[src/sv/abst_pkg.sv]
// Shared types, constants and per-channel tuning functions for the
// adaptive buffer size tuner. No dependencies.
`default_nettype none

package abst_pkg;

    // Field widths
    localparam int unsigned SizeW  = 27;
    localparam int unsigned BwW    = 32;
    localparam int unsigned StepW  = 4;
    localparam int unsigned DirW   = 2;
    localparam int unsigned CfgIdxW = 3;

    // Tuning direction codes
    localparam logic [DirW-1:0] DIR_NONE = 2'd0;
    localparam logic [DirW-1:0] DIR_UP   = 2'd1;
    localparam logic [DirW-1:0] DIR_DOWN = 2'd2;

    // Configuration register indexes
    localparam logic [CfgIdxW-1:0] REG_RECV_MIN   = 3'd0;
    localparam logic [CfgIdxW-1:0] REG_RECV_MAX   = 3'd1;
    localparam logic [CfgIdxW-1:0] REG_RECV_START = 3'd2;
    localparam logic [CfgIdxW-1:0] REG_SEND_MIN   = 3'd3;
    localparam logic [CfgIdxW-1:0] REG_SEND_MAX   = 3'd4;
    localparam logic [CfgIdxW-1:0] REG_SEND_START = 3'd5;

    // Register reset values
    localparam logic [SizeW-1:0] RST_MIN   = 27'd4096;
    localparam logic [SizeW-1:0] RST_MAX   = 27'd1048576;
    localparam logic [SizeW-1:0] RST_START = 27'd65536;

    // Step cap and fixed floor (the size unit is 4096 bytes: step << 12)
    localparam logic [StepW-1:0] STEP_CAP = 4'd8;
    localparam logic [16:0]      FLOOR    = 17'd4096;

    // State of one channel
    typedef struct packed {
        logic [SizeW-1:0] now;
        logic [DirW-1:0]  dir;
        logic [StepW-1:0] step;
    } t_chan;

    // Grow / shrink / hold decision: 20*|l - m| > m, exact
    function automatic logic [DirW-1:0] decide(logic [BwW-1:0] m, logic [BwW-1:0] l);
        logic            up;
        logic [BwW-1:0]  diff;
        logic [BwW+4:0]  scaled;
        logic [DirW-1:0] res;
        up     = (m < l);
        diff   = up ? (l - m) : (m - l);
        scaled = {1'b0, diff, 4'b0} + {3'b0, diff, 2'b0};
        if (scaled > {5'b0, m}) begin
            res = up ? DIR_UP : DIR_DOWN;
        end else begin
            res = DIR_NONE;
        end
        return res;
    endfunction

    // Step after a move in direction want
    function automatic logic [StepW-1:0] adv_step(t_chan cur, logic [DirW-1:0] want);
        logic [StepW-1:0] stp;
        if (cur.dir == want) begin
            if (cur.step == '0) begin
                stp = 4'd1;
            end else if (cur.step < STEP_CAP) begin
                stp = {cur.step[StepW-2:0], 1'b0};
            end else begin
                stp = cur.step;
            end
        end else begin
            stp = 4'd1;
        end
        return stp;
    endfunction

    // One tick of one channel
    function automatic t_chan tune(t_chan cur, logic [DirW-1:0] want,
                                   logic [SizeW-1:0] lo, logic [SizeW-1:0] hi);
        t_chan            nx;
        logic [StepW-1:0] stp;
        logic [SizeW:0]   up_sum;
        logic [16:0]      dec_floor;
        logic [15:0]      dec;
        stp       = adv_step(cur, want);
        dec       = {stp, 12'b0};
        up_sum    = {1'b0, cur.now} + {12'b0, dec};
        dec_floor = {1'b0, dec} + FLOOR;
        nx        = cur;
        unique case (want)
            DIR_UP: begin
                if (cur.now == hi) begin
                    nx.dir  = DIR_NONE;
                    nx.step = '0;
                end else begin
                    nx.dir  = DIR_UP;
                    nx.step = stp;
                    if (cur.now < hi) begin
                        if (up_sum > {1'b0, hi}) begin
                            nx.now  = hi;
                            nx.dir  = DIR_NONE;
                            nx.step = '0;
                        end else begin
                            nx.now = up_sum[SizeW-1:0];
                        end
                    end
                end
            end
            DIR_DOWN: begin
                if (cur.now == lo) begin
                    nx.dir  = DIR_NONE;
                    nx.step = '0;
                end else if (cur.now < {10'b0, dec_floor}) begin
                    // would drop under the floor: clamp to min
                    nx.now  = lo;
                    nx.dir  = DIR_NONE;
                    nx.step = '0;
                end else begin
                    nx.now  = cur.now - {11'b0, dec};
                    nx.dir  = DIR_DOWN;
                    nx.step = stp;
                end
            end
            default: begin
                nx.dir  = DIR_NONE;
                nx.step = '0;
            end
        endcase
        return nx;
    endfunction

endpackage

`default_nettype wire

[src/sv/adaptive_buffer_size_tuner.sv]
// Adaptive buffer size tuner: two-stage pipeline, decision then state update.
// An input beat is registered as a decision in stage A, then the state update and result are registered in stage B.
// Throughput: one beat per cycle while the output is not stalled; the per-channel size/step
// update loop closes in the second stage, through the channel state registers.
// Reset (synchronous, active low): registers to defaults, sizes to start values,
// direction and step cleared, pipeline empty.
`default_nettype none

module adaptive_buffer_size_tuner
    import abst_pkg::*;
(
    input  wire logic               i_clk,
    input  wire logic               i_rst_n,
    // input channel
    input  wire logic               i_in_valid,
    output logic                    o_in_stall,
    input  wire logic [BwW-1:0]     i_in_measured,
    input  wire logic [BwW-1:0]     i_in_limit,
    input  wire logic [BwW-1:0]     i_out_measured,
    input  wire logic [BwW-1:0]     i_out_limit,
    // output channel
    output logic                    o_out_valid,
    input  wire logic               i_out_stall,
    output logic [SizeW-1:0]        o_recv_size,
    output logic [SizeW-1:0]        o_send_size,
    // configuration write channel
    input  wire logic               i_cfg_valid,
    output logic                    o_cfg_ready,
    input  wire logic [CfgIdxW-1:0] i_cfg_index,
    input  wire logic [SizeW-1:0]   i_cfg_data
);

    // Configuration registers (start values go straight into the channel state)
    logic [SizeW-1:0] r_recv_min, r_recv_max;
    logic [SizeW-1:0] r_send_min, r_send_max;

    // Channel state
    t_chan r_recv, r_send;
    t_chan n_recv, n_send;

    // Stage A: registered decisions
    logic            r_a_valid;
    logic [DirW-1:0] r_a_want_recv, r_a_want_send;

    // Stage B: result register
    logic             r_b_valid;
    logic [SizeW-1:0] r_recv_size, r_send_size;

    logic in_acc, a_move, b_free, cfg_wr;

    // Handshake
    always_comb begin
        b_free     = !r_b_valid || !i_out_stall;
        a_move     = r_a_valid && b_free;
        o_in_stall = r_a_valid && !b_free;
        in_acc     = i_in_valid && !o_in_stall;
        cfg_wr     = i_cfg_valid && o_cfg_ready;
    end

    assign o_cfg_ready = 1'b1;
    assign o_out_valid = r_b_valid;
    assign o_recv_size = r_recv_size;
    assign o_send_size = r_send_size;

    // Next channel state
    always_comb begin
        n_recv = tune(r_recv, r_a_want_recv, r_recv_min, r_recv_max);
        n_send = tune(r_send, r_a_want_send, r_send_min, r_send_max);
    end

    // Control and state
    always_ff @(posedge i_clk) begin
        if (!i_rst_n) begin
            r_recv_min   <= RST_MIN;
            r_recv_max   <= RST_MAX;
            r_send_min   <= RST_MIN;
            r_send_max   <= RST_MAX;
            r_recv       <= '{now: RST_START, dir: DIR_NONE, step: '0};
            r_send       <= '{now: RST_START, dir: DIR_NONE, step: '0};
            r_a_valid    <= 1'b0;
            r_b_valid    <= 1'b0;
        end else begin
            if (in_acc) begin
                r_a_valid <= 1'b1;
            end else if (a_move) begin
                r_a_valid <= 1'b0;
            end
            if (a_move) begin
                r_b_valid <= 1'b1;
            end else if (b_free) begin
                r_b_valid <= 1'b0;
            end

            if (cfg_wr) begin
                unique case (i_cfg_index)
                    REG_RECV_MIN:   r_recv_min <= i_cfg_data;
                    REG_RECV_MAX:   r_recv_max <= i_cfg_data;
                    REG_RECV_START: r_recv.now <= i_cfg_data;
                    REG_SEND_MIN:   r_send_min <= i_cfg_data;
                    REG_SEND_MAX:   r_send_max <= i_cfg_data;
                    REG_SEND_START: r_send.now <= i_cfg_data;
                    default: ;
                endcase
            end else if (a_move) begin
                r_recv <= n_recv;
                r_send <= n_send;
            end
        end
    end

    // Payload: decisions and results
    always_ff @(posedge i_clk) begin
        if (in_acc) begin
            r_a_want_recv <= decide(i_in_measured, i_in_limit);
            r_a_want_send <= decide(i_out_measured, i_out_limit);
        end
        if (a_move) begin
            r_recv_size <= n_recv.now;
            r_send_size <= n_send.now;
        end
    end

endmodule

`default_nettype wire

[config.mk]
export PLATFORM = sky130hd
export DESIGN_NAME = adaptive_buffer_size_tuner
export DESIGN_NICKNAME = d
export VERILOG_FILES = /design/src/sv/abst_pkg.sv /design/src/sv/adaptive_buffer_size_tuner.sv
export SDC_FILE = /design/constraint.sdc
export NUM_CORES = 1
export LEC_CHECK = 0
export BUFFER_PORTS_ARGS = -buffer_cell sky130_fd_sc_hd__buf_4
export CAP_MARGIN = 15
export CELL_PAD_IN_SITES_DETAIL_PLACEMENT = 1
export CELL_PAD_IN_SITES_GLOBAL_PLACEMENT = 1
export CORE_AREA = 5 5 244 246
export CTS_CLUSTER_DIAMETER = 150
export DETAILED_ROUTE_END_ITERATION = 8
export DIE_AREA = 0 0 249 251
export GPL_TIMING_DRIVEN = 1
export PLACE_DENSITY = 0.81
export SKIP_CTS_REPAIR_TIMING = 1
export SYNTH_ARGS = -nofsm -noshare
export SYNTH_HDL_FRONTEND = slang
export SYNTH_SLANG_ARGS = --single-unit
[constraint.sdc]
create_clock -name i_clk -period 8.8 [get_ports i_clk]
set_input_delay 0 -clock i_clk [delete_from_list [all_inputs] [get_ports i_clk]]
set_output_delay 0 -clock i_clk [all_outputs]
set_load 0.02 [all_outputs]
==> flow_summary_export.csv <==
group,metric,value,unit
timing,period_minus_slack,7290,ps
route,drc_errors,0,
layout,antenna_cells,0,
placement,gp_congestion,0.951,
timing,fin_tns_setup,0,ps
flow_run,drv_cap,0,
worst_hold_path,worst_hold_path_type,"primary input to flop",
layout,mostFrequentLayoutCells,"420 x a21oi_1, 417 x nand2_1, 362 x ha_1",
grt,grt_max_degree,92,
synthesis,syn_nets,4000,
clock_tree,clock_sinks,234,
floorplanning,placementRows,88,
grt,grt-ovfl-total,0,
route,drt_iter0_markers,1624,
floorplanning,die_h,251,um
synthesis,synth.top_cell.area_share,0.174,
clock_tree,clkTransAtPathRegs,60,ps
setup_path,critPathMaxFanout,17,
route,ant_nets,0,
pwr,vdd_ir_drop_max,0.000135,V
setup_path,r2r_setup_slack,2200,ps
layout,fill_cells,7046,
route,vias,27013,
route,viasPerCell,6.17,
layout,final_common_cell,"a21oi_1",
clock_tree,cts_buffers,25,
setup_path,crit_buf_inv,3,
layout,final_layout_size_suffix_gt1_frac,0.0949,
route,wirelength,101000,um
floorplanning,ios,220,
layout,nets,4131,
timing,worst_pin_slew,1180,ps
clock_tree,root_buffer,"clkbuf_16",
placement,dp.cells,4302,
pwr,cellLeakagePower,13.0,nW
timing,slew_headroom,0.211,
floorplanning,initial_utilization,0.456,
route,wl_per_cell,23.1,um
placement,port_buffers,218,
timing,rsz0062_at_grt,"no",
layout,area_growth,12.9,%
clock_tree,cts_tree,"yes",
grt,grt_antenna_before_repair,2,
synthesis,synth_edf_count,58,
synthesis,syn_inst,3465,
timing,setup_violations,0,
setup_path,crit_type,"primary input to flop",
setup_path,crit_path_top_delay_cell,"nor2_4",
setup_path,crit_path_start_kind,"primary input",
timing,clock_skew,15.8,ps
timing,hold_violations,0,
synthesis,ys_ff_latch,234,
layout,final_cells,4379,
grt,grt_pass1_wl,158000,um
setup_path,cpPeakStageDelay,480,ps
floorplanning,die_w,249,um
grt,grt.total_usage,0.305,
clock_tree,htreeDepth,1,
layout,multi_input_area,19000,um2
synthesis,ys_warn_count,0,
synthesis,synth_top_area_cell,"ha_1",
synthesis,ys_types,91,
setup_path,critical-path-top-delay-family,"compound AO/OA/AOI/OAI gates",
timing,slew_violations,0,
synthesis,avgSynthCellArea,7.51,um2
timing,holdWs,98.8,ps
synthesis,synth_ff_type,"dfxtp_1",
pwr,p_per_area,201,nW/um2
synthesis,seq_area_frac_synth,0.202,
timing,min_period_over_period,0.829,
route,dr.pass1.iters,5,
layout,regArea,5270,um2
synthesis,synth_area_leaders,"ha_1 17%, dfxtp_1 14%, a21oi_1 8.1%, edfxtp_1 6.7%, nand2_1 6.0%",
run_status,status,"complete, no violations",
setup_path,crit_required,9060,ps
setup_path,end_kind,"flop",
placement,hpwl,78600,um
clock_tree,clkLatencyLatePin,560,ps
grt,grt_pass1_vias,28373,
clock_tree,clockBufferDepth,3,
synthesis,async_reset_ff_frac,0,
floorplanning,die_area,62500,um2
setup_path,cp.arrival,7560,ps
timing,max_freq,137,MHz
floorplanning,coreArea,57100,um2
synthesis,syn_area,26000,um2
[cell usage after synthesis (14+ instances only)]
master	count
o2bb2ai_1	22
xnor2_1	136
and2_1	14
nand2_1	417
xor2_1	69
nand3_1	81
ha_1	362
nor4_1	22
o21ai_0	182
nand2b_1	31
a211oi_1	28
mux2i_1	38
a21oi_1	420
a21o_1	119
o22ai_1	15
a221o_1	21
buf_2	40
nor2b_1	36
o21a_1	38
dfxtp_1	176
nor3_1	62
a21boi_0	24
a22oi_1	25
and3_1	26
o21bai_1	37
edfxtp_1	58
nand4_1	63
a22o_1	24
inv_1	287
o211ai_1	29
clkbuf_1	119
nor2_1	196
a31oi_1	41
[metal layers]
layer | vias to the layer above | share of wire | GRT usage | wire length (um)
met5 | - | 0.00021 | 0 | 21
met4 | 4 | 0.040 | 0.108 | 4050
met3 | 212 | 0.049 | 0.0276 | 4980
met2 | 847 | 0.48 | 0.539 | 48500
met1 | 13284 | 0.43 | 0.391 | 43800
li1 | 12666 | - | - | -
[flip-flops by register name, indices dropped and copies added, names as in the netlist]
| signal | flops |
|---|---|
| r_recv | 33 |
| r_send | 33 |
| o_recv_size | 27 |
| o_send_size | 27 |
| r_recv_max | 27 |
| r_recv_min | 27 |
| r_send_max | 27 |
| r_send_min | 27 |
| r_a_want_recv | 2 |
| r_a_want_send | 2 |
| o_out_valid | 1 |
| r_a_valid | 1 |
[cell type report]
cell class                      count  area share
Multi-Input combinational cell   2773       0.648
Sequential cell                   234       0.179
Timing Repair Buffer              273      0.0725
Inverter                          289      0.0370
Tap cell                          765      0.0326
Clock buffer                       25      0.0213
Clock inverter                     20     0.00945
[report_power, final]
part	switching [W]	internal (W)
logic	0.00212	0.00140
registers	0.0000414	0.00115
clock network	0.000482	0.000702
total	0.00265	0.00325
[logic make-up (layout without fill, tap and decap cells)]
logic type / Yosys count / in the layout / share of synthesized area
muxes: 44 / 44 / 0.0172
DFF: 234 / 234 / 0.202
adders and majority gates: 372 / 372 / 0.182
xor gates and xnor gates: 205 / 205 / 0.0690
buffers and inverters: 458 / 607 / 0.0687
AOI/OAI and AO/OA: 1148 / 1148 / 0.283
other: 1 / 1 / 0.000144
and+or+nand+nor: 1003 / 1003 / 0.178
[final timing paths]
path                                    endpoint  cells past startpoint              from
worst max register to register   o_recv_size[19]                     23  r_a_want_recv[1]
worst min register to register    r_recv_max[11]                      2    r_recv_max[11]
worst max-delay path            r_a_want_recv[0]                     33  i_in_measured[0]
worst min-delay path              r_recv_min[10]                      5    i_cfg_index[0]
[worst register-to-register path, stage by stage, from the launching register on]
cell      delay (ps)
edfxtp_1         430
xnor2_1          200
nand2_1          200
nor2_1           450
inv_1            160
fa_1             450
nor2_1           120
nor2_1            60
nor2_1           120
nor2_1           130
nor2_1           230
and2_1           300
nand4_1          140
xnor2_1          190
ha_1             320
nand4_1          200
nor4_1           520
o31ai_1          250
a221oi_2         260
buf_4            250
nand2b_1         720
o31ai_1          140
a32oi_1          230
o21ai_0          230
[per-stage QoR]
step	power, W	setup slack [ps]	utilization	area [um2]
2_1_floorplan	0.00366	2280	-	26000
3_3_place_gp	0.00450	1430	0.493	28200
3_5_place_dp	0.00465	1010	0.493	28200
4_1_cts	0.00586	1560	0.509	29100
5_1_grt	0.00631	945	0.514	29400
6_report	0.00590	1510	0.514	29400
Power figures use the tool's default switching activity.
